`src/hdl/ochp_pkg.sv`:
```
// Shared types and constants for the comment header parser.
// No dependencies; used by every module of the block.
`timescale 1ns / 1ps
`default_nettype none

package ochp_pkg;

  // Parse phases of one packet
  typedef enum logic [2:0] {
    PH_MAGIC  = 3'd0,
    PH_VLEN   = 3'd1,
    PH_VBODY  = 3'd2,
    PH_COUNT  = 3'd3,
    PH_CLEN   = 3'd4,
    PH_CBODY  = 3'd5,
    PH_DONE   = 3'd6,
    PH_IGNORE = 3'd7
  } phase_t;

  // Result record kinds
  typedef enum logic [1:0] {
    KIND_VENDOR  = 2'd0,
    KIND_COMMENT = 2'd1,
    KIND_STATUS  = 2'd2
  } kind_t;

  // Final packet status codes
  typedef enum logic [2:0] {
    ST_OK        = 3'd0,
    ST_TRAILING  = 3'd1,
    ST_SHORT     = 3'd2,
    ST_BAD_MAGIC = 3'd3,
    ST_TRUNCATED = 3'd4
  } status_t;

  // Byte position counter width and its saturation value
  localparam int POS_W = 33;
  localparam logic [POS_W-1:0] POS_MAX = {POS_W{1'b1}};

  // Shortest packet that can hold magic, vendor length and count
  localparam int MIN_PACKET = 8 + 4 + 4;

  // Depth of the event queue between parser and result stage
  localparam int QDEPTH = 4;

  // One parser event: an optional string record and an optional status
  typedef struct packed {
    logic        rec_valid;
    kind_t       rec_kind;
    logic [31:0] rec_index;
    logic [31:0] rec_offset;
    logic [31:0] rec_length;
    logic        stat_valid;
    status_t     status;
  } ev_t;

  // Expected magic word, one character per position
  function automatic logic [7:0] magic_char(input logic [2:0] idx);
    logic [7:0] c;
    unique case (idx)
      3'd0: c = 8'h4F; // O
      3'd1: c = 8'h70; // p
      3'd2: c = 8'h75; // u
      3'd3: c = 8'h73; // s
      3'd4: c = 8'h54; // T
      3'd5: c = 8'h61; // a
      3'd6: c = 8'h67; // g
      3'd7: c = 8'h73; // s
      default: c = 8'h00;
    endcase
    return c;
  endfunction

endpackage

`default_nettype wire

```
`src/hdl/ochp_front.sv`:
```
// Parser front end: takes packet bytes and turns them into events.
// Depends on ochp_pkg.
`timescale 1ns / 1ps
`default_nettype none

module ochp_front #(
  parameter int LENGTH_BITS = 32
) (
  input  wire logic          clk,
  input  wire logic          rst,
  input  wire logic          accept,
  input  wire logic [7:0]    data_byte,
  input  wire logic          final_byte,
  output logic               ev_push,
  output ochp_pkg::ev_t      ev
);

  // Parser state
  ochp_pkg::phase_t              phase, phase_next;
  logic [ochp_pkg::POS_W-1:0]    pos;
  logic [1:0]                    field_byte_count;
  logic [31:0]                   length_accumulator;
  logic [LENGTH_BITS-1:0]        body_bytes_left;
  logic [LENGTH_BITS-1:0]        comments_left;
  logic [31:0]                   current_comment_index;
  logic                          bad_magic;

  // Per-byte decode
  logic                   active;
  logic                   magic_ok;
  logic                   pos_ge7;
  logic                   pos_short;
  logic                   gathering;
  logic                   done_word;
  logic [31:0]            acc_shifted;
  logic [31:0]            acc_full;
  logic [LENGTH_BITS-1:0] len_word;
  logic                   len_zero;
  logic                   body_last;
  logic                   last_comment;
  logic [31:0]            len_sel;
  logic [31:0]            start_here;
  logic                   bad_next;

  assign active     = accept && !bad_magic;
  assign magic_ok   = data_byte == ochp_pkg::magic_char(pos[2:0]);
  assign pos_ge7    = (|pos[ochp_pkg::POS_W-1:3]) || (pos[2:0] == 3'd7);
  assign pos_short  = pos < ochp_pkg::POS_W'(ochp_pkg::MIN_PACKET - 1);
  assign gathering  = active && (phase == ochp_pkg::PH_VLEN || phase == ochp_pkg::PH_COUNT ||
                                 phase == ochp_pkg::PH_CLEN);
  assign done_word  = gathering && (field_byte_count == 2'd3);

  // Little-endian length gathering; only the low LENGTH_BITS are kept
  assign acc_shifted = (field_byte_count == 2'd0) ? {24'd0, data_byte}
                     : length_accumulator | ({24'd0, data_byte} << {field_byte_count, 3'b000});
  assign acc_full    = {data_byte, length_accumulator[23:0]};
  assign len_word    = acc_full[LENGTH_BITS-1:0];
  assign len_zero    = len_word == '0;

  assign body_last    = body_bytes_left == LENGTH_BITS'(1);
  assign last_comment = comments_left == LENGTH_BITS'(1);

  // Start offset of a string that ends on this byte
  assign len_sel    = (phase == ochp_pkg::PH_VBODY || phase == ochp_pkg::PH_CBODY)
                    ? length_accumulator : 32'd0;
  assign start_here = pos[31:0] + 32'd1 - len_sel;

  assign bad_next = bad_magic || (active && phase == ochp_pkg::PH_MAGIC && !magic_ok);

  // Next phase
  always_comb begin
    phase_next = phase;
    if (active) begin
      unique case (phase)
        ochp_pkg::PH_MAGIC: if (magic_ok && pos_ge7) phase_next = ochp_pkg::PH_VLEN;
        ochp_pkg::PH_VLEN: begin
          if (done_word) phase_next = len_zero ? ochp_pkg::PH_COUNT : ochp_pkg::PH_VBODY;
        end
        ochp_pkg::PH_VBODY: if (body_last) phase_next = ochp_pkg::PH_COUNT;
        ochp_pkg::PH_COUNT: begin
          if (done_word) phase_next = len_zero ? ochp_pkg::PH_IGNORE : ochp_pkg::PH_CLEN;
        end
        ochp_pkg::PH_CLEN: begin
          if (done_word) begin
            if (!len_zero)         phase_next = ochp_pkg::PH_CBODY;
            else if (last_comment) phase_next = ochp_pkg::PH_DONE;
          end
        end
        ochp_pkg::PH_CBODY: begin
          if (body_last) phase_next = last_comment ? ochp_pkg::PH_DONE : ochp_pkg::PH_CLEN;
        end
        ochp_pkg::PH_DONE:   phase_next = phase;
        ochp_pkg::PH_IGNORE: phase_next = phase;
        default:             phase_next = phase;
      endcase
    end
  end

  // Event built from this byte
  always_comb begin
    ev = '0;
    if (active) begin
      unique case (phase)
        ochp_pkg::PH_VLEN: begin
          if (done_word && len_zero) begin
            ev.rec_valid  = 1'b1;
            ev.rec_kind   = ochp_pkg::KIND_VENDOR;
            ev.rec_offset = start_here;
          end
        end
        ochp_pkg::PH_VBODY: begin
          if (body_last) begin
            ev.rec_valid  = 1'b1;
            ev.rec_kind   = ochp_pkg::KIND_VENDOR;
            ev.rec_offset = start_here;
            ev.rec_length = length_accumulator;
          end
        end
        ochp_pkg::PH_CLEN: begin
          if (done_word && len_zero) begin
            ev.rec_valid  = 1'b1;
            ev.rec_kind   = ochp_pkg::KIND_COMMENT;
            ev.rec_index  = current_comment_index;
            ev.rec_offset = start_here;
          end
        end
        ochp_pkg::PH_CBODY: begin
          if (body_last) begin
            ev.rec_valid  = 1'b1;
            ev.rec_kind   = ochp_pkg::KIND_COMMENT;
            ev.rec_index  = current_comment_index;
            ev.rec_offset = start_here;
            ev.rec_length = length_accumulator;
          end
        end
        default: ev.rec_valid = 1'b0;
      endcase
    end
    // Status on the last byte of the packet
    if (accept && final_byte) begin
      ev.stat_valid = 1'b1;
      priority if (pos_short)                   ev.status = ochp_pkg::ST_SHORT;
      else if (bad_next)                        ev.status = ochp_pkg::ST_BAD_MAGIC;
      else if (phase == ochp_pkg::PH_DONE)      ev.status = ochp_pkg::ST_TRAILING;
      else if (phase == ochp_pkg::PH_IGNORE)    ev.status = ochp_pkg::ST_OK;
      else if (phase_next == ochp_pkg::PH_DONE || phase_next == ochp_pkg::PH_IGNORE)
                                                ev.status = ochp_pkg::ST_OK;
      else                                      ev.status = ochp_pkg::ST_TRUNCATED;
    end
  end

  assign ev_push = ev.rec_valid || ev.stat_valid;

  // State registers; the last byte of a packet returns everything to reset
  always_ff @(posedge clk) begin
    if (rst || (accept && final_byte)) begin
      phase                 <= ochp_pkg::PH_MAGIC;
      pos                   <= '0;
      field_byte_count      <= 2'd0;
      length_accumulator    <= 32'd0;
      body_bytes_left       <= '0;
      comments_left         <= '0;
      current_comment_index <= 32'd0;
      bad_magic             <= 1'b0;
    end else if (accept) begin
      phase     <= phase_next;
      bad_magic <= bad_next;
      if (pos != ochp_pkg::POS_MAX) pos <= pos + ochp_pkg::POS_W'(1);

      if (active && phase == ochp_pkg::PH_MAGIC) field_byte_count <= 2'd0;
      else if (gathering)                        field_byte_count <= field_byte_count + 2'd1;

      if (gathering) length_accumulator <= done_word ? 32'(len_word) : acc_shifted;

      // Body countdown
      if (done_word && !len_zero &&
          (phase == ochp_pkg::PH_VLEN || phase == ochp_pkg::PH_CLEN)) begin
        body_bytes_left <= len_word;
      end else if (active && (phase == ochp_pkg::PH_VBODY || phase == ochp_pkg::PH_CBODY)) begin
        body_bytes_left <= body_bytes_left - LENGTH_BITS'(1);
      end

      // Comment bookkeeping
      if (done_word && phase == ochp_pkg::PH_COUNT) begin
        comments_left         <= len_word;
        current_comment_index <= 32'd0;
      end else if (ev.rec_valid && ev.rec_kind == ochp_pkg::KIND_COMMENT) begin
        comments_left         <= comments_left - LENGTH_BITS'(1);
        current_comment_index <= current_comment_index + 32'd1;
      end
    end
  end

endmodule

`default_nettype wire

```
`src/hdl/ochp_queue.sv`:
```
// Short event queue between the parser and the result stage.
// Depends on ochp_pkg.
`timescale 1ns / 1ps
`default_nettype none

module ochp_queue (
  input  wire logic          clk,
  input  wire logic          rst,
  input  wire logic          push,
  input  wire ochp_pkg::ev_t push_ev,
  output logic               full,
  input  wire logic          take,
  output ochp_pkg::ev_t      head,
  output logic               nonempty
);

  localparam int PTR_W = (ochp_pkg::QDEPTH > 1) ? $clog2(ochp_pkg::QDEPTH) : 1;
  localparam int CNT_W = $clog2(ochp_pkg::QDEPTH + 1);

  ochp_pkg::ev_t    entries [ochp_pkg::QDEPTH];
  logic [PTR_W-1:0] wr_ptr, rd_ptr;
  logic [CNT_W-1:0] count;
  logic             do_push, do_take;

  assign full     = count == CNT_W'(ochp_pkg::QDEPTH);
  assign nonempty = count != '0;
  assign head     = entries[rd_ptr];
  assign do_push  = push && !full;
  assign do_take  = take && nonempty;

  // Entry storage
  always_ff @(posedge clk) begin
    if (do_push) entries[wr_ptr] <= push_ev;
  end

  // Pointers and fill level
  always_ff @(posedge clk) begin
    if (rst) begin
      wr_ptr <= '0;
      rd_ptr <= '0;
      count  <= '0;
    end else begin
      if (do_push) wr_ptr <= (wr_ptr == PTR_W'(ochp_pkg::QDEPTH - 1)) ? '0 : wr_ptr + PTR_W'(1);
      if (do_take) rd_ptr <= (rd_ptr == PTR_W'(ochp_pkg::QDEPTH - 1)) ? '0 : rd_ptr + PTR_W'(1);
      if (do_push && !do_take)      count <= count + CNT_W'(1);
      else if (do_take && !do_push) count <= count - CNT_W'(1);
    end
  end

endmodule

`default_nettype wire

```
`src/hdl/ochp_emit.sv`:
```
// Result stage: expands each event into one or two result items.
// Depends on ochp_pkg.
`timescale 1ns / 1ps
`default_nettype none

module ochp_emit (
  input  wire logic          clk,
  input  wire logic          rst,
  input  wire ochp_pkg::ev_t head,
  input  wire logic          head_valid,
  output logic               take,
  output logic               empty,
  input  wire logic          pop,
  output logic [1:0]         record_kind,
  output logic [31:0]        comment_index,
  output logic [31:0]        field_offset,
  output logic [31:0]        field_length,
  output logic [2:0]         parse_status,
  output logic               run_end
);

  ochp_pkg::ev_t cur;
  logic          cur_valid;
  logic          rec_sent;
  logic          show_stat;
  logic          last_item;
  logic          done;

  // Status shows once the record (if any) has gone
  assign show_stat = !cur.rec_valid || rec_sent;
  assign last_item = show_stat || !cur.stat_valid;
  assign done      = cur_valid && pop && last_item;
  assign take      = head_valid && (!cur_valid || done);
  assign empty     = !cur_valid;

  // Output register
  always_ff @(posedge clk) begin
    if (rst) begin
      cur_valid <= 1'b0;
      rec_sent  <= 1'b0;
    end else if (take) begin
      cur_valid <= 1'b1;
      rec_sent  <= 1'b0;
    end else if (done) begin
      cur_valid <= 1'b0;
      rec_sent  <= 1'b0;
    end else if (cur_valid && pop) begin
      rec_sent  <= 1'b1;
    end
  end

  always_ff @(posedge clk) begin
    if (take) cur <= head;
  end

  // Result fields
  assign record_kind   = show_stat ? ochp_pkg::KIND_STATUS : cur.rec_kind;
  assign comment_index = show_stat ? 32'd0 : cur.rec_index;
  assign field_offset  = show_stat ? 32'd0 : cur.rec_offset;
  assign field_length  = show_stat ? 32'd0 : cur.rec_length;
  assign parse_status  = show_stat ? cur.status : ochp_pkg::ST_OK;
  assign run_end       = last_item;

endmodule

`default_nettype wire

```
`src/hdl/opus_comment_header_parser.sv`:
```
// Top level of the comment header parser.
// Depends on ochp_pkg, ochp_front, ochp_queue and ochp_emit.
`timescale 1ns / 1ps
`default_nettype none

// Streaming parser for a comment header packet, one byte per item. Bytes
// are taken at one per clock while full is low; the parser keeps no
// pipeline of its own, so every byte is decoded in the cycle it is taken
// and its records land in a four-entry event queue. A byte causes at most
// two result items (a string record and the final status); the result side
// hands out one item per cycle while pop is high, so a byte that closes a
// string on the last byte of a packet needs two pops, and full rises only
// when the queue has filled behind a stalled or slower consumer. The state
// returns to reset after each final byte, so packets may follow back to back.
module opus_comment_header_parser #(
  parameter int LENGTH_BITS = 32
) (
  input  wire logic        clk,
  input  wire logic        rst,
  input  wire logic        push,
  output logic             full,
  input  wire logic [7:0]  data_byte,
  input  wire logic        final_byte,
  output logic             empty,
  input  wire logic        pop,
  output logic [1:0]       record_kind,
  output logic [31:0]      comment_index,
  output logic [31:0]      field_offset,
  output logic [31:0]      field_length,
  output logic [2:0]       parse_status,
  output logic             run_end
);

  logic          accept;
  logic          ev_push;
  ochp_pkg::ev_t ev;
  ochp_pkg::ev_t head;
  logic          head_valid;
  logic          take;

  assign accept = push && !full;

  // Byte parser
  ochp_front #(
    .LENGTH_BITS(LENGTH_BITS)
  ) u_front (
    .clk       (clk),
    .rst       (rst),
    .accept    (accept),
    .data_byte (data_byte),
    .final_byte(final_byte),
    .ev_push   (ev_push),
    .ev        (ev)
  );

  // Event queue
  ochp_queue u_queue (
    .clk     (clk),
    .rst     (rst),
    .push    (ev_push),
    .push_ev (ev),
    .full    (full),
    .take    (take),
    .head    (head),
    .nonempty(head_valid)
  );

  // Result stage
  ochp_emit u_emit (
    .clk          (clk),
    .rst          (rst),
    .head         (head),
    .head_valid   (head_valid),
    .take         (take),
    .empty        (empty),
    .pop          (pop),
    .record_kind  (record_kind),
    .comment_index(comment_index),
    .field_offset (field_offset),
    .field_length (field_length),
    .parse_status (parse_status),
    .run_end      (run_end)
  );

endmodule

`default_nettype wire
```
`config.mk`:
```
export PLATFORM = sky130hd
export DESIGN_NAME = opus_comment_header_parser
export DESIGN_NICKNAME = d
export VERILOG_FILES = /design/src/hdl/ochp_pkg.sv /design/src/hdl/ochp_front.sv /design/src/hdl/ochp_queue.sv /design/src/hdl/ochp_emit.sv /design/src/hdl/opus_comment_header_parser.sv
export SDC_FILE = /design/constraint.sdc
export NUM_CORES = 1
export LEC_CHECK = 0
export BUFFER_PORTS_ARGS = -buffer_cell sky130_fd_sc_hd__buf_4
export CORE_ASPECT_RATIO = 0.7
export CORE_MARGIN = 2
export CORE_UTILIZATION = 46
export DETAILED_ROUTE_END_ITERATION = 8
export PLACE_DENSITY_LB_ADDON = 0.12
export SLEW_MARGIN = 20
export SYNTH_ARGS = -nofsm -noshare
export SYNTH_HDL_FRONTEND = slang
export SYNTH_SLANG_ARGS = --single-unit
```
`constraint.sdc`:
```
create_clock -name clk -period 18.7 [get_ports clk]
set_input_delay 3.74 -clock clk [delete_from_list [all_inputs] [get_ports clk]]
set_output_delay 3.74 -clock clk [all_outputs]
set_load 0.1 [all_outputs]
```
After elaboration in Yosys (flattened, before gate mapping):

Memories as Yosys holds them, arrays and structs flattened. A register that Yosys moved wholly into a read port is not among the register bits.
Cells that the tools add are included.

* input bits: 13
* bits in writable memories: 412
* bits in read-only memories: 48
* memories kept: 2
* register bits after elaboration: 176

Memory list
* u_queue.entries: depth 4, width 103, rd ports 1, clocked after Yosys merged registers in 1, write ports 1, line ochp_queue.sv:20 `ochp_pkg::ev_t entries [ochp_pkg::QDEPTH];`
* (no name shown): depth 8, width 6, rd ports 1, clocked after Yosys merged registers in 1, write ports 0, line ochp_pkg.sv:60 `unique case (idx)`

* shifts and indexed selects: 1
* bitwise operators: 2
* $lt $le $gt $ge: 1
* reductions and logical operators: 60
* equal/unequal tests: 19
* add/sub/neg operators: 11
* multiplexer cells: 57

Operators with widths (number)
* $mux W32: 13
* $mux W99: 2
* $pmux W32 S2: 2
* $pmux W32 S4: 1
* $mux W67: 1
* $add A32 B1 Y32 const B: 2
* $eq A32 B1 Y1 const B: 2
* $mux W64: 1
* $sub A32 B1 Y32 const B: 2
* $mux W3: 21
* $add A33 B1 Y33 const B: 1
* $lt A33 B4 Y1 const B: 1
* $ne A33 B33 Y1 const B: 1
* $logic_not A32 Y1: 1
* $or A32 B32 Y32: 1
* $shl A8 B5 Y32: 1
* $sub A32 B32 Y32: 1
* $reduce_or A30 Y1: 1
* $eq A3 B3 Y1 const B: 8
* $logic_and A1 B1 Y1: 21
* $pmux W3 S7: 1
* $mux W2: 7
* $logic_or A1 B1 Y1: 12
* $reduce_and A2 Y1: 5
* other kinds (21): 42

Logic depth before layout (Yosys ltp):

* depth in word-level cells: 23
* mapped depth: 18
* depth with buffers taken out: 17

Modules after synthesis:

From an unflattened synthesis, not the netlist that was laid out.

* cell total of the unflattened synthesis: 2212
* area total of the unflattened synthesis: 30364.1 um^2

By module, submodules not included
* ochp_queue: seq. area each 12552.0 um^2, cells an instance 588, area an instance 15408.5 um^2, instances 1
* ochp_front: seq. area each 3463.3 um^2, cells an instance 1394, area an instance 11034.3 um^2, instances 1
* ochp_emit: seq. area each 3133.0 um^2, cells an instance 229, area an instance 3907.5 um^2, instances 1
* opus_comment_header_parser: seq. area each 0.0 um^2, cells an instance 1, area an instance 13.8 um^2, instances 1

Least setup slack after synthesis:

OpenSTA, ideal clock, no wires.

* path type: in2reg
* start point: input pop
* end point: register u_queue.count[2]
* buffers on the path: 0
* stages on the path: 9
* data arrival time: 10.586 ns
* slack: 8.043 ns
* path through: nand2_1 > a21oi_1 > inv_1 > ha_1 > inv_1 > fa_1 > xor2_1 > or3_1 > a21oi_1

* longest elaborated chain between the ends: 8

Ends and longest elaborated chain
* start: declaration: line opus_comment_header_parser.sv:25 `input wire logic pop,`
* $logic_and A1 B1 Y1 * (2 in series): line ochp_emit.sv:32 `assign done = cur_valid && pop && last_item;`
* $logic_or A1 B1 Y1 *: line ochp_emit.sv:33 `assign take = head_valid && (!cur_valid || done);`
* $logic_and A1 B1 Y1 *: line ochp_emit.sv:33
* net take: line opus_comment_header_parser.sv:39 `logic take;`
* $logic_and A1 B1 Y1 *: line ochp_queue.sv:29 `assign do_take = take && nonempty;`
* $logic_not A1 Y1: line ochp_queue.sv:45 `if (do_push && !do_take) count <= count + CNT_W'(1);`
* $logic_and A1 B1 Y1: line ochp_queue.sv:45
* $mux W3 or $reduce_bool A2 Y1 (tied branches)
* end signal: assignment: line ochp_queue.sv:45
* end signal: assignment: line ochp_queue.sv:46 `else if (do_take && !do_push) count <= count - CNT_W'(1);`
* end: declaration: line ochp_queue.sv:22 `logic [CNT_W-1:0] count;`

The timed path passes the listed nets; every way through them passes the cells marked *.
A chain may end at the register's enable or synchronous reset.

Final worst setup path:

* start point: input push
* end point: register u_queue.count[2]

* longest elaborated chain between the ends: 13

Ends and longest elaborated chain
* start: declaration: line opus_comment_header_parser.sv:20 `input wire logic push,`
* $logic_and A1 B1 Y1 *: line opus_comment_header_parser.sv:41 `assign accept = push && !full;`
* $logic_and A1 B1 Y1: line ochp_front.sv:45 `assign active = accept && !bad_magic;`
* $logic_and A1 B1 Y1: line ochp_front.sv:49 `assign gathering = active && (phase == ochp_pkg::PH_VLEN || phase == ochp_pkg::PH_COUNT ||`
* $logic_and A1 B1 Y1: line ochp_front.sv:51 `assign done_word = gathering && (field_byte_count == 2'd3);`
* $logic_and A1 B1 Y1: line ochp_front.sv:105, ochp_front.sv:120
* $mux W67 or $mux W3 (tied branches): line ochp_front.sv:120, ochp_front.sv:105
* $pmux W1 S4: line ochp_front.sv:103 `unique case (phase)`
* $mux W99: line ochp_front.sv:102 `if (active) begin`
* $logic_or A1 B1 Y1 *: line ochp_front.sv:152 `assign ev_push = ev.rec_valid || ev.stat_valid;`
* $logic_and A1 B1 Y1 *: line ochp_queue.sv:28 `assign do_push = push && !full;`
* net u_queue.do_push: line ochp_queue.sv:23 `logic do_push, do_take;`
* $logic_not A1 Y1: line ochp_queue.sv:46
* $logic_and A1 B1 Y1: line ochp_queue.sv:46
* $reduce_bool A2 Y1 (no line)

Marked as above.

==> results.toml <==
[min_path]
hold_path_class = "reg -> reg"

[synthesis]
avgSynthCellArea_um2 = 13.1
syn_nets = 2377
synth_top_cell_by_area = "edfxtp_1"
synth_area_leaders = "edfxtp_1, dfxtp_1, mux4_2, ha_1, and2_1"
async_flop_share_pct = 0
synth_most_common_cell = "edfxtp_1"
synth_cell_types = 64
synth_edf_count = 510
synth_cells = 2282
ys_ff_latch = 692
synth_flop_cell = "edfxtp_1"
synth_top_area_share_pct = 51.1
ys_warn_count = 0
syn_area_um2 = 30000
yosys-top-cells-count = "edfxtp_1, nor2_1, dfxtp_1, nand2_1, and2_1"
ys_seq_area_share_pct = 63.3

[cts]
post-cts-setup-buffers = 0
htreeDepth = 3
insertion_delay_ns = 0.62
cts_resized = 0
cts-hold-fix-buffers = 0
cts_sinks = 692
numCtsBuffers = 70
cts_root_buf = "clkbuf_16"
cts_max_path_buffers = 3
clkTransAtPathRegs_ns = 0.05
cts_tree = "done"

[sta]
drv_slew = 0
timing.setup.tns_ns = 0
tightest_slew_ns = 1.09
finClkSkew_ns = 0.0286
maxSlewHeadroom_pct = 27.2
finalSetupViolations = 0
period_minus_slack_ns = 6.85
hold_viol = 0
finalCritPeriodShare_pct = 36.6
rsz0062_at_grt = "false"
max_freq_mhz = 146

[global_routing]
grt_pass1_wl_um = 107000
grt.total_usage_pct = 20.8
first_global_vias = 18200
grt-ovfl-total = 0
antenna_found_initial = 2
grt_max_degree = 101

[routing]
firstDrtPassIters = 5
wl_per_cell_um = 20.8
vias = 18600
drt-initial-drc-count = 1516
routed_wl_um = 69000
vias_per_cell = 5.63
ant_nets = 0
drc = 0

[setup_path]
critPathRequiredTime_ns = 19.23
start_kind = "primary input"
end_kind = "register"
path_class = "in -> reg"
cp_max_fo = 7
arrival_ns = 7.38

[floorplan]
die_x_um = 309
row_count = 78
start_util_pct = 46.4
dieArea_um2 = 67200
pin_count = 117
core_um2 = 64600
die_h_um = 218

[power_and_ir_drop]
vdd_drop_max_mv = 0.140
power.total_mw = 4.86
power.leakage_nw = 12.4
power_density_nw_per_um2 = 143

[status]
status = "complete, no violations"

[layout]
num-nets-final = 2471
syn2layout_area_growth_pct = 13.2
drive_above_1_share_pct = 15.1

[placed_design]
place.detailed.hpwl_um = 44400
routabilityCongestion = 0.874
portBuffers = 116

[job]
cap_violations = 0
worst paths after layout:
path	slack, ns	to	cells after the start	startpoint
max	11.85	u_queue.count[2]	15	push
min reg2reg	0.50	u_front.body_bytes_left[20]	2	u_front.body_bytes_left[20]
max reg2reg	13.32	u_queue.entries[2][61]	17	u_front.phase[1]
min	0.50	u_front.body_bytes_left[20]	2	u_front.body_bytes_left[20]
metrics by stage:
stage | hold slack (ns) | cell area [um2] | util, % | std cells | setup WS (ns)
after floorplan | 0.450 | 30000 | - | 2282 | 8.04
after global placement | 0.462 | 31700 | 49.1 | 3183 | 11.30
after detailed placement | 0.482 | 31800 | 49.2 | 3184 | 11.19
after CTS | 0.493 | 33900 | 52.5 | 3307 | 11.82
after global routing | 0.542 | 33900 | 52.5 | 3307 | 11.61
final | 0.499 | 33900 | 52.5 | 3311 | 11.85
worst max-delay path, cell delays in order:
cell and delay [ns]:
buf_4 0.09, nor2b_1 0.23, o2111ai_1 0.36, nor3_1 0.54, a21o_1 0.13, a22oi_1 0.05, o21ai_0 0.52, a21oi_2 0.32
inv_1 0.12, ha_1 0.19, inv_1 0.06, fa_1 0.37, xor2_1 0.16, or3_1 0.31, a21oi_1 0.16
metal layers:
layer,global-route usage (%),up-vias,share of wire [%]
li1,-,8645,-
met5,0,-,0
met1,31.3,9354,47
met4,5.60,0,2.0
met2,30.5,542,44
met3,4.44,106,6.6
layout make-up:
| class | count | area, um2 |
|---|---|---|
| Antenna cell | 4 | 10.0 |
| Clock buffer | 95 | 1900 |
| Clock inverter | 28 | 234 |
| Fill cell | 5493 | 30700 |
| Inverter | 36 | 135 |
| Multi-Input combinational cell | 1432 | 10500 |
| Sequential cell | 692 | 19000 |
| Tap cell | 880 | 1100 |
| Timing Repair Buffer | 144 | 1090 |
flip-flops by register name, summed over array words and instances (netlist names), named ones only:
signal	cells
u_queue.entries	408
u_emit.cur	102
u_front.pos	33
u_front.body_bytes_left	32
u_front.comments_left	32
u_front.current_comment_index	32
u_front.length_accumulator	32
u_front.phase	3
u_queue.count	3
u_front.field_byte_count	2
u_queue.rd_ptr	2
u_queue.wr_ptr	2
u_emit.cur_valid	1
u_emit.rec_sent	1
u_front.bad_magic	1
logic make-up after synthesis:
family | synth area share, %
AO/OA/AOI/OAI | 6.30
flip-flops | 63.3
adder cells (fa/ha/maj) | 3.47
buffers and inverters | 2.03
AND/OR/NAND/NOR | 13.5
XOR/XNOR | 3.39
multiplexers | 8.03
where the power goes:
group,internal (mW),total (mW),switching (mW)
registers,1.86,1.94,0.0765
clock network,0.742,1.32,0.576
logic,0.379,1.61,1.23
placed cells by master (no fill, tap or decap), types with 5 or more instances in the layout:
cell	n
nor2b_4	5
o21ai_0	85
or2_2	9
mux2i_1	11
or4_1	6
xnor2_1	59
dfxtp_1	180
o21bai_1	6
mux4_2	102
nand3_1	38
nand2_1	154
and2_1	138
nor3b_1	6
inv_1	36
nand2b_1	9
clkbuf_1	20
a21o_1	22
a211oi_1	19
and4_1	5
nor2_1	227
clkinv_1	15
a31oi_1	13
buf_4	143
ha_1	80
or3_1	26
a22oi_1	18
o21a_1	5
nor3_1	50
nor4_1	30
nor2b_1	10
clkbuf_16	70
nand4_1	21
clkbuf_8	5
xor2_1	57
edfxtp_1	510
and3_1	52
a21oi_1	116
Note: power is estimated with default switching activity, not from simulation.
